$ cat config.mk
export PLATFORM = sky130hd
export DESIGN_NAME = four_channel_servo_pulse_sequencer
export DESIGN_NICKNAME = d
export VERILOG_FILES = /design/src/hw/rtl/srvseq_pkg.sv /design/src/hw/rtl/four_channel_servo_pulse_sequencer.sv
export SDC_FILE = /design/constraint.sdc
export NUM_CORES = 1
export LEC_CHECK = 0
export BUFFER_PORTS_ARGS = -buffer_cell sky130_fd_sc_hd__buf_4
export CORE_ASPECT_RATIO = 2
export CORE_UTILIZATION = 35
export DETAILED_ROUTE_END_ITERATION = 12
export GPL_ROUTABILITY_DRIVEN = 0
export MAX_ROUTING_LAYER = met4
export SYNTH_ARGS = -nofsm -noshare
export SYNTH_HDL_FRONTEND = slang
export SYNTH_SLANG_ARGS = --single-unit
$ cat constraint.sdc
create_clock -name clk -period 19.6 [get_ports clk]
set_input_delay 0.98 -clock clk [delete_from_list [all_inputs] [get_ports clk]]
set_output_delay 0.98 -clock clk [all_outputs]
set_load 0.01 [all_outputs]
$ cat src/hw/rtl/srvseq_pkg.sv
`default_nettype none

package srvseq_pkg;

    // channel count, 1..8
    localparam int CHANNELS        = 4;
    localparam int MAX_CHANNELS    = 8;
    localparam int POSITION_FIELDS = 4;

    localparam int POS_W   = 8;
    localparam int BASE_W  = 12;
    localparam int STEP_W  = 6;
    localparam int SLOT_W  = 14;
    localparam int FRAME_W = 16;
    localparam int HB_W    = 20;
    localparam int LINES_W = 4;
    localparam int CFG_IDX_W  = 3;
    localparam int CFG_DATA_W = 20;

    localparam int PROD_W  = STEP_W + POS_W;
    localparam int WIDTH_W = PROD_W + 1;
    localparam int START_W = SLOT_W + 3;

    localparam logic [BASE_W-1:0]  PULSE_BASE_RST   = BASE_W'(1000);
    localparam logic [STEP_W-1:0]  PULSE_STEP_RST   = STEP_W'(10);
    localparam logic [SLOT_W-1:0]  SLOT_LEN_RST     = SLOT_W'(2500);
    localparam logic [FRAME_W-1:0] FRAME_LEN_RST    = FRAME_W'(20000);
    localparam logic [HB_W-1:0]    HB_ON_RST        = HB_W'(50000);
    localparam logic [HB_W-1:0]    HB_PERIOD_RST    = HB_W'(500000);
    localparam logic [POS_W-1:0]   POS_EVEN_RST     = POS_W'(50);
    localparam logic [POS_W-1:0]   POS_ODD_RST      = POS_W'(0);

    typedef enum logic [CFG_IDX_W-1:0] {
        REG_PULSE_BASE = 3'd0,
        REG_PULSE_STEP = 3'd1,
        REG_SLOT_LEN   = 3'd2,
        REG_FRAME_LEN  = 3'd3,
        REG_HB_ON      = 3'd4,
        REG_HB_PERIOD  = 3'd5
    } cfg_reg_t;

    typedef enum logic {
        ACT_TICK  = 1'b0,
        ACT_WRITE = 1'b1
    } action_t;

endpackage

`default_nettype wire

$ cat src/hw/rtl/four_channel_servo_pulse_sequencer.sv
// Servo pulse sequencer: each request is either a 1 us tick (action = 0) or a
// write of four channel positions (action = 1), and each request yields exactly
// one result with the servo and heartbeat line levels after it is applied.
// Channel k rises at k * slot_length_us in the frame and stays high for
// pulse_base_us + pulse_step_us * position, clamped to the slot length.
// One request is taken every clock while results are taken as fast; a result is
// presented once its request is accepted and the output register is free: the
// accepting edge updates the counters and positions, a later edge registers the
// line levels decoded from them in the output register. A stalled result holds
// back at most one more request.
// Configuration writes are taken at any time (cfg_ready is tied high) but must
// only be issued while no request is in flight.
`default_nettype none

module four_channel_servo_pulse_sequencer (
    input  wire logic                              clk,
    input  wire logic                              rst_n,

    input  wire logic                              cfg_valid,
    output logic                                   cfg_ready,
    input  wire logic [srvseq_pkg::CFG_IDX_W-1:0]  cfg_index,
    input  wire logic [srvseq_pkg::CFG_DATA_W-1:0] cfg_data,

    input  wire logic                              in_valid,
    output logic                                   in_ready,
    input  wire logic                              action,
    input  wire logic [srvseq_pkg::POS_W-1:0]      position_a,
    input  wire logic [srvseq_pkg::POS_W-1:0]      position_b,
    input  wire logic [srvseq_pkg::POS_W-1:0]      position_c,
    input  wire logic [srvseq_pkg::POS_W-1:0]      position_d,

    output logic                                   out_valid,
    input  wire logic                              out_ready,
    output logic [srvseq_pkg::LINES_W-1:0]         servo_lines,
    output logic                                   heartbeat_line
);

    localparam int CH      = srvseq_pkg::CHANNELS;
    localparam int POS_W   = srvseq_pkg::POS_W;
    localparam int FRAME_W = srvseq_pkg::FRAME_W;
    localparam int HB_W    = srvseq_pkg::HB_W;
    localparam int WIDTH_W = srvseq_pkg::WIDTH_W;
    localparam int START_W = srvseq_pkg::START_W;
    localparam int PROD_W  = srvseq_pkg::PROD_W;

    // configuration registers
    logic [srvseq_pkg::BASE_W-1:0]  pulse_base_reg;
    logic [srvseq_pkg::STEP_W-1:0]  pulse_step_reg;
    logic [srvseq_pkg::SLOT_W-1:0]  slot_len_reg;
    logic [FRAME_W-1:0]             frame_len_reg;
    logic [HB_W-1:0]                hb_on_reg;
    logic [HB_W-1:0]                hb_period_reg;

    // state
    logic [FRAME_W-1:0] frame_time_reg, frame_time_next;
    logic [HB_W-1:0]    hb_time_reg, hb_time_next;
    logic [POS_W-1:0]   pos_reg [CH];
    logic [POS_W-1:0]   pos_in  [srvseq_pkg::POSITION_FIELDS];

    // pipeline control
    logic               pend_reg;
    logic               out_valid_reg;
    logic [srvseq_pkg::LINES_W-1:0] servo_lines_reg, servo_lines_next;
    logic               heartbeat_line_reg, heartbeat_line_next;

    logic               in_fire;
    logic               out_load;
    logic               tick;
    logic               wr_pos;
    logic [FRAME_W:0]   frame_inc;
    logic [HB_W:0]      hb_inc;
    logic [CH-1:0]      chan_hit;
    logic [srvseq_pkg::MAX_CHANNELS-1:0] hit_ext;

    assign cfg_ready = 1'b1;

    always_ff @(posedge clk or negedge rst_n)
    begin
        if (!rst_n)
        begin
            pulse_base_reg <= srvseq_pkg::PULSE_BASE_RST;
            pulse_step_reg <= srvseq_pkg::PULSE_STEP_RST;
            slot_len_reg   <= srvseq_pkg::SLOT_LEN_RST;
            frame_len_reg  <= srvseq_pkg::FRAME_LEN_RST;
            hb_on_reg      <= srvseq_pkg::HB_ON_RST;
            hb_period_reg  <= srvseq_pkg::HB_PERIOD_RST;
        end
        else if (cfg_valid)
        begin
            case (srvseq_pkg::cfg_reg_t'(cfg_index))
                srvseq_pkg::REG_PULSE_BASE: pulse_base_reg <= cfg_data[srvseq_pkg::BASE_W-1:0];
                srvseq_pkg::REG_PULSE_STEP: pulse_step_reg <= cfg_data[srvseq_pkg::STEP_W-1:0];
                srvseq_pkg::REG_SLOT_LEN:   slot_len_reg   <= cfg_data[srvseq_pkg::SLOT_W-1:0];
                srvseq_pkg::REG_FRAME_LEN:  frame_len_reg  <= cfg_data[FRAME_W-1:0];
                srvseq_pkg::REG_HB_ON:      hb_on_reg      <= cfg_data[HB_W-1:0];
                srvseq_pkg::REG_HB_PERIOD:  hb_period_reg  <= cfg_data[HB_W-1:0];
                default: ;
            endcase
        end
    end

    // handshake: the pending stage moves into the output register when it is free
    assign out_load = pend_reg && (!out_valid_reg || out_ready);
    assign in_ready = !pend_reg || out_load;
    assign in_fire  = in_valid && in_ready;
    assign tick     = in_fire && (srvseq_pkg::action_t'(action) == srvseq_pkg::ACT_TICK);
    assign wr_pos   = in_fire && (srvseq_pkg::action_t'(action) == srvseq_pkg::ACT_WRITE);

    // wrapping counters; a counter above a shortened length wraps on the next tick
    always_comb
    begin
        frame_inc = {1'b0, frame_time_reg} + (FRAME_W+1)'(1);
        hb_inc    = {1'b0, hb_time_reg} + (HB_W+1)'(1);
        frame_time_next = (frame_inc >= {1'b0, frame_len_reg}) ? '0 : frame_inc[FRAME_W-1:0];
        hb_time_next    = (hb_inc >= {1'b0, hb_period_reg}) ? '0 : hb_inc[HB_W-1:0];
    end

    always_ff @(posedge clk or negedge rst_n)
    begin
        if (!rst_n)
        begin
            frame_time_reg <= '0;
            hb_time_reg    <= '0;
        end
        else if (tick)
        begin
            frame_time_reg <= frame_time_next;
            hb_time_reg    <= hb_time_next;
        end
    end

    assign pos_in[0] = position_a;
    assign pos_in[1] = position_b;
    assign pos_in[2] = position_c;
    assign pos_in[3] = position_d;

    always_ff @(posedge clk or negedge rst_n)
    begin
        if (!rst_n)
        begin
            for (int k = 0; k < CH; k++)
                pos_reg[k] <= ((k & 1) == 0) ? srvseq_pkg::POS_EVEN_RST
                                             : srvseq_pkg::POS_ODD_RST;
        end
        else if (wr_pos)
        begin
            // channels without a position field keep their reset value
            for (int k = 0; k < CH && k < srvseq_pkg::POSITION_FIELDS; k++)
                pos_reg[k] <= pos_in[k];
        end
    end

    for (genvar k = 0; k < CH; k++)
    begin : g_chan
        logic [PROD_W-1:0]  prod;
        logic [WIDTH_W-1:0] width_raw;
        logic [WIDTH_W-1:0] width_clamp;
        logic [START_W-1:0] start;
        logic [START_W-1:0] diff;
        logic               hit;

        always_comb
        begin
            prod        = PROD_W'(pulse_step_reg) * PROD_W'(pos_reg[k]);
            width_raw   = WIDTH_W'(pulse_base_reg) + WIDTH_W'(prod);
            width_clamp = (width_raw > WIDTH_W'(slot_len_reg)) ? WIDTH_W'(slot_len_reg)
                                                                : width_raw;
            start       = START_W'(k) * START_W'(slot_len_reg);
            diff        = START_W'(frame_time_reg) - start;
            hit         = (START_W'(frame_time_reg) >= start) &&
                          (diff < START_W'(width_clamp));
        end

        assign chan_hit[k] = hit;
    end

    always_comb
    begin
        hit_ext             = srvseq_pkg::MAX_CHANNELS'(chan_hit);
        servo_lines_next    = hit_ext[srvseq_pkg::LINES_W-1:0];
        heartbeat_line_next = (hb_time_reg < hb_on_reg);
    end

    always_ff @(posedge clk or negedge rst_n)
    begin
        if (!rst_n)
        begin
            pend_reg      <= 1'b0;
            out_valid_reg <= 1'b0;
        end
        else
        begin
            if (in_fire)
                pend_reg <= 1'b1;
            else if (out_load)
                pend_reg <= 1'b0;

            if (out_load)
                out_valid_reg <= 1'b1;
            else if (out_ready)
                out_valid_reg <= 1'b0;
        end
    end

    always_ff @(posedge clk)
    begin
        if (out_load)
        begin
            servo_lines_reg    <= servo_lines_next;
            heartbeat_line_reg <= heartbeat_line_next;
        end
    end

    assign out_valid      = out_valid_reg;
    assign servo_lines    = servo_lines_reg;
    assign heartbeat_line = heartbeat_line_reg;

endmodule

`default_nettype wire

==> results.tsv <==
metric	value	unit
largest_reg_flops	32	
crit_type	flop to flop	
final.period_utilization	0.477	
drt-total-wl	64600	um
via_per_inst	5.42	
globalRoute.totalOverflow	0	
crit_path_end_kind	flop	
post_cts_buffers	0	
hold_start	pend_reg	
hold_path_class	flop to flop	
drive_gt1_frac	0.111	
ant_nets	0	
num_vias	17400	
r2r_start	pulse_step_reg[4]	
drc	0	
worstPathRequired	19900	ps
grt_max_degree	101	
dieArea	62500	um^2
first_pass_iters	5	
cts_hold_buf	0	
die_h	353	um
cts-root-buf	clkbuf_16	
wire_per_inst	20.1	um
yosys_register_bits	163	
crit_fanout	33	
rows	128	
clkLatencyLatePin	480	ps
finClkSkew	18.8	ps
antenna_found_initial	1	
nFillCells	6181	
drtIter0Drc	703	
area.sequential	4150	um^2
core-area	60900	um^2
critPathSlowestCell	a31oi_2	
start_util	0.353	
synth_async_sr_flop_share	0.969	
slowest_delay	870	ps
start_kind	flop	
grt_first_pass_wirelength	101000	um
synth-edff-count	5	
timing_hold_violations_final	0	
setup_viol	0	
rsz0062_at_grt	false	
n_antenna_cell	0	
fin_nets	2983	
period_minus_slack	9340	ps
grt_pass1_vias	18500	
hold-path-endpoint	out_valid	
setup_slack	10260	ps
synth.distinct_cells	75	
tns	0	ps
synth_warnings	0	
clock_sinks	163	
syn-instance-count	2360	
tightest_slew	1310	ps
clk_path_buf_depth	2	
syn_area	21500	um^2
dp_hpwl	52700	um
fmax	0.107	GHz
clk_pin_slew	80	ps
area_growth	9.93	%
cts_buffers	17	
status	completed	
grt_use_total	0.218	
r2r-end	servo_lines[0]	
cts_tree	done	
hold_depth	1	
reg2reg_depth	32	
synthesis.area_per_instance	9.11	um^2
drv_cap	0	
synth-main-ff-cell	dfrtp_1	
io_buffers	67	
slew_headroom	0.119	
cts_resized	0	
die_w	177	um
multiInputGateArea	15900	um^2
rrSetupSlack	10260	ps
cp.arrival	9640	ps
slew_violations	0	
synth-seq-area-share	0.193	
place_worst_setup_slack	10320	ps
ioPinCount	69	
htreeDepth	4	
==> cell type report <==
cell class	count	area share
Inverter	337	0.0535
Timing Repair Buffer	99	0.0316
Clock buffer	17	0.0180
Multi-Input combinational cell	1809	0.673
Clock inverter	15	0.00699
Tap cell	780	0.0413
Sequential cell	163	0.176
==> how the worst max path moves through the flow <==
stage	depth (start not counted)	endpoint	from	slack (ps)
6_report	32	servo_lines[0]	pulse_step_reg[4]	10260
5_1_grt	29	servo_lines[0]	pulse_step_reg[4]	9720
4_1_cts	32	servo_lines[0]	pulse_step_reg[4]	10290
3_5_place_dp	32	servo_lines[0]	pulse_step_reg[4]	10320
3_3_place_gp	32	servo_lines[0]	pulse_step_reg[4]	10560
2_1_floorplan	34	servo_lines[0]	pulse_step_reg[1]	11520
==> critical path, delay by kind of cell (launching register included) <==
| kind | cells | cell delay [ps] |
|---|---|---|
| AO/OA/AOI/OAI | 14 | 3320 |
| AND/OR/NAND/NOR | 5 | 1340 |
| flip-flops | 1 | 810 |
| multiplexers | 1 | 290 |
| adder cells (fa/ha/maj) | 7 | 2990 |
| XOR/XNOR | 1 | 170 |
| buffers and inverters | 4 | 210 |
==> stage by stage <==
| step | hold WS, ps | utilization | area (um^2) | cells |
|---|---|---|---|---|
| 5_1_grt | 518 | 0.388 | 23600 | 3220 |
| 6_report | 495 | 0.388 | 23600 | 3220 |
| 2_1_floorplan | 449 | - | 21500 | 2364 |
| 4_1_cts | 500 | 0.388 | 23600 | 3220 |
| 3_3_place_gp | 471 | 0.379 | 23000 | 3188 |
| 3_5_place_dp | 486 | 0.379 | 23000 | 3188 |
==> cell usage in the layout (no fill, tap or decap), drive strengths merged, types with 32 or more instances in the layout <==
cell | Yosys | layout
ha | 355 | 355
inv | 337 | 344
nand2 | 163 | 163
and2 | 141 | 141
fa | 140 | 140
dfrtp | 121 | 121
o21ai | 115 | 115
buf | 9 | 99
a21oi | 97 | 97
mux2 | 81 | 81
nor2 | 78 | 78
xnor2 | 75 | 75
a21o | 59 | 59
mux2i | 54 | 54
nand3 | 42 | 42
nor2b | 41 | 41
dfstp | 37 | 37
xor2 | 32 | 32
==> Yosys cell counts, types with 14 or more instances <==
cell type / n / area, um^2
ha_1: 355 / 4440
inv_1: 337 / 1260
nand2_1: 163 / 612
and2_1: 141 / 882
fa_1: 140 / 2800
dfrtp_1: 121 / 3030
o21ai_0: 114 / 571
a21oi_1: 97 / 485
mux2_2: 81 / 912
nor2_1: 78 / 293
xnor2_1: 75 / 657
a21o_1: 59 / 443
mux2i_1: 53 / 531
clkbuf_1: 46 / 173
nand3_1: 42 / 210
nor2b_1: 41 / 257
dfstp_2: 37 / 972
xor2_1: 32 / 280
o21a_1: 30 / 225
nand4_1: 27 / 169
nor3_1: 26 / 130
and3_1: 23 / 144
nand2b_1: 23 / 144
a22o_1: 22 / 193
o21bai_1: 15 / 113
a211oi_1: 14 / 105
==> cell families after synthesis <==
logic type      after synthesis  share of synthesized area
flops                       163                      0.193
buf+inv                     392                     0.0693
compound gates              453                      0.140
fa+ha+maj                   495                      0.337
xor+xnor                    107                     0.0436
other cells                   1                   0.000174
mux                         135                     0.0677
simple gates                614                      0.149
==> routing by layer <==
layer  global-route usage  vias to the layer above  share of wire
li1                     -                     8216              -
met1                0.201                     8574           0.35
met2                0.395                      431           0.53
met3               0.0264                      221          0.028
met4                0.181                        0          0.096
met5                    -                        -              0
Power is not shown: default switching activity piles up to over one toggle a cycle in this logic, so the estimate is an artifact.
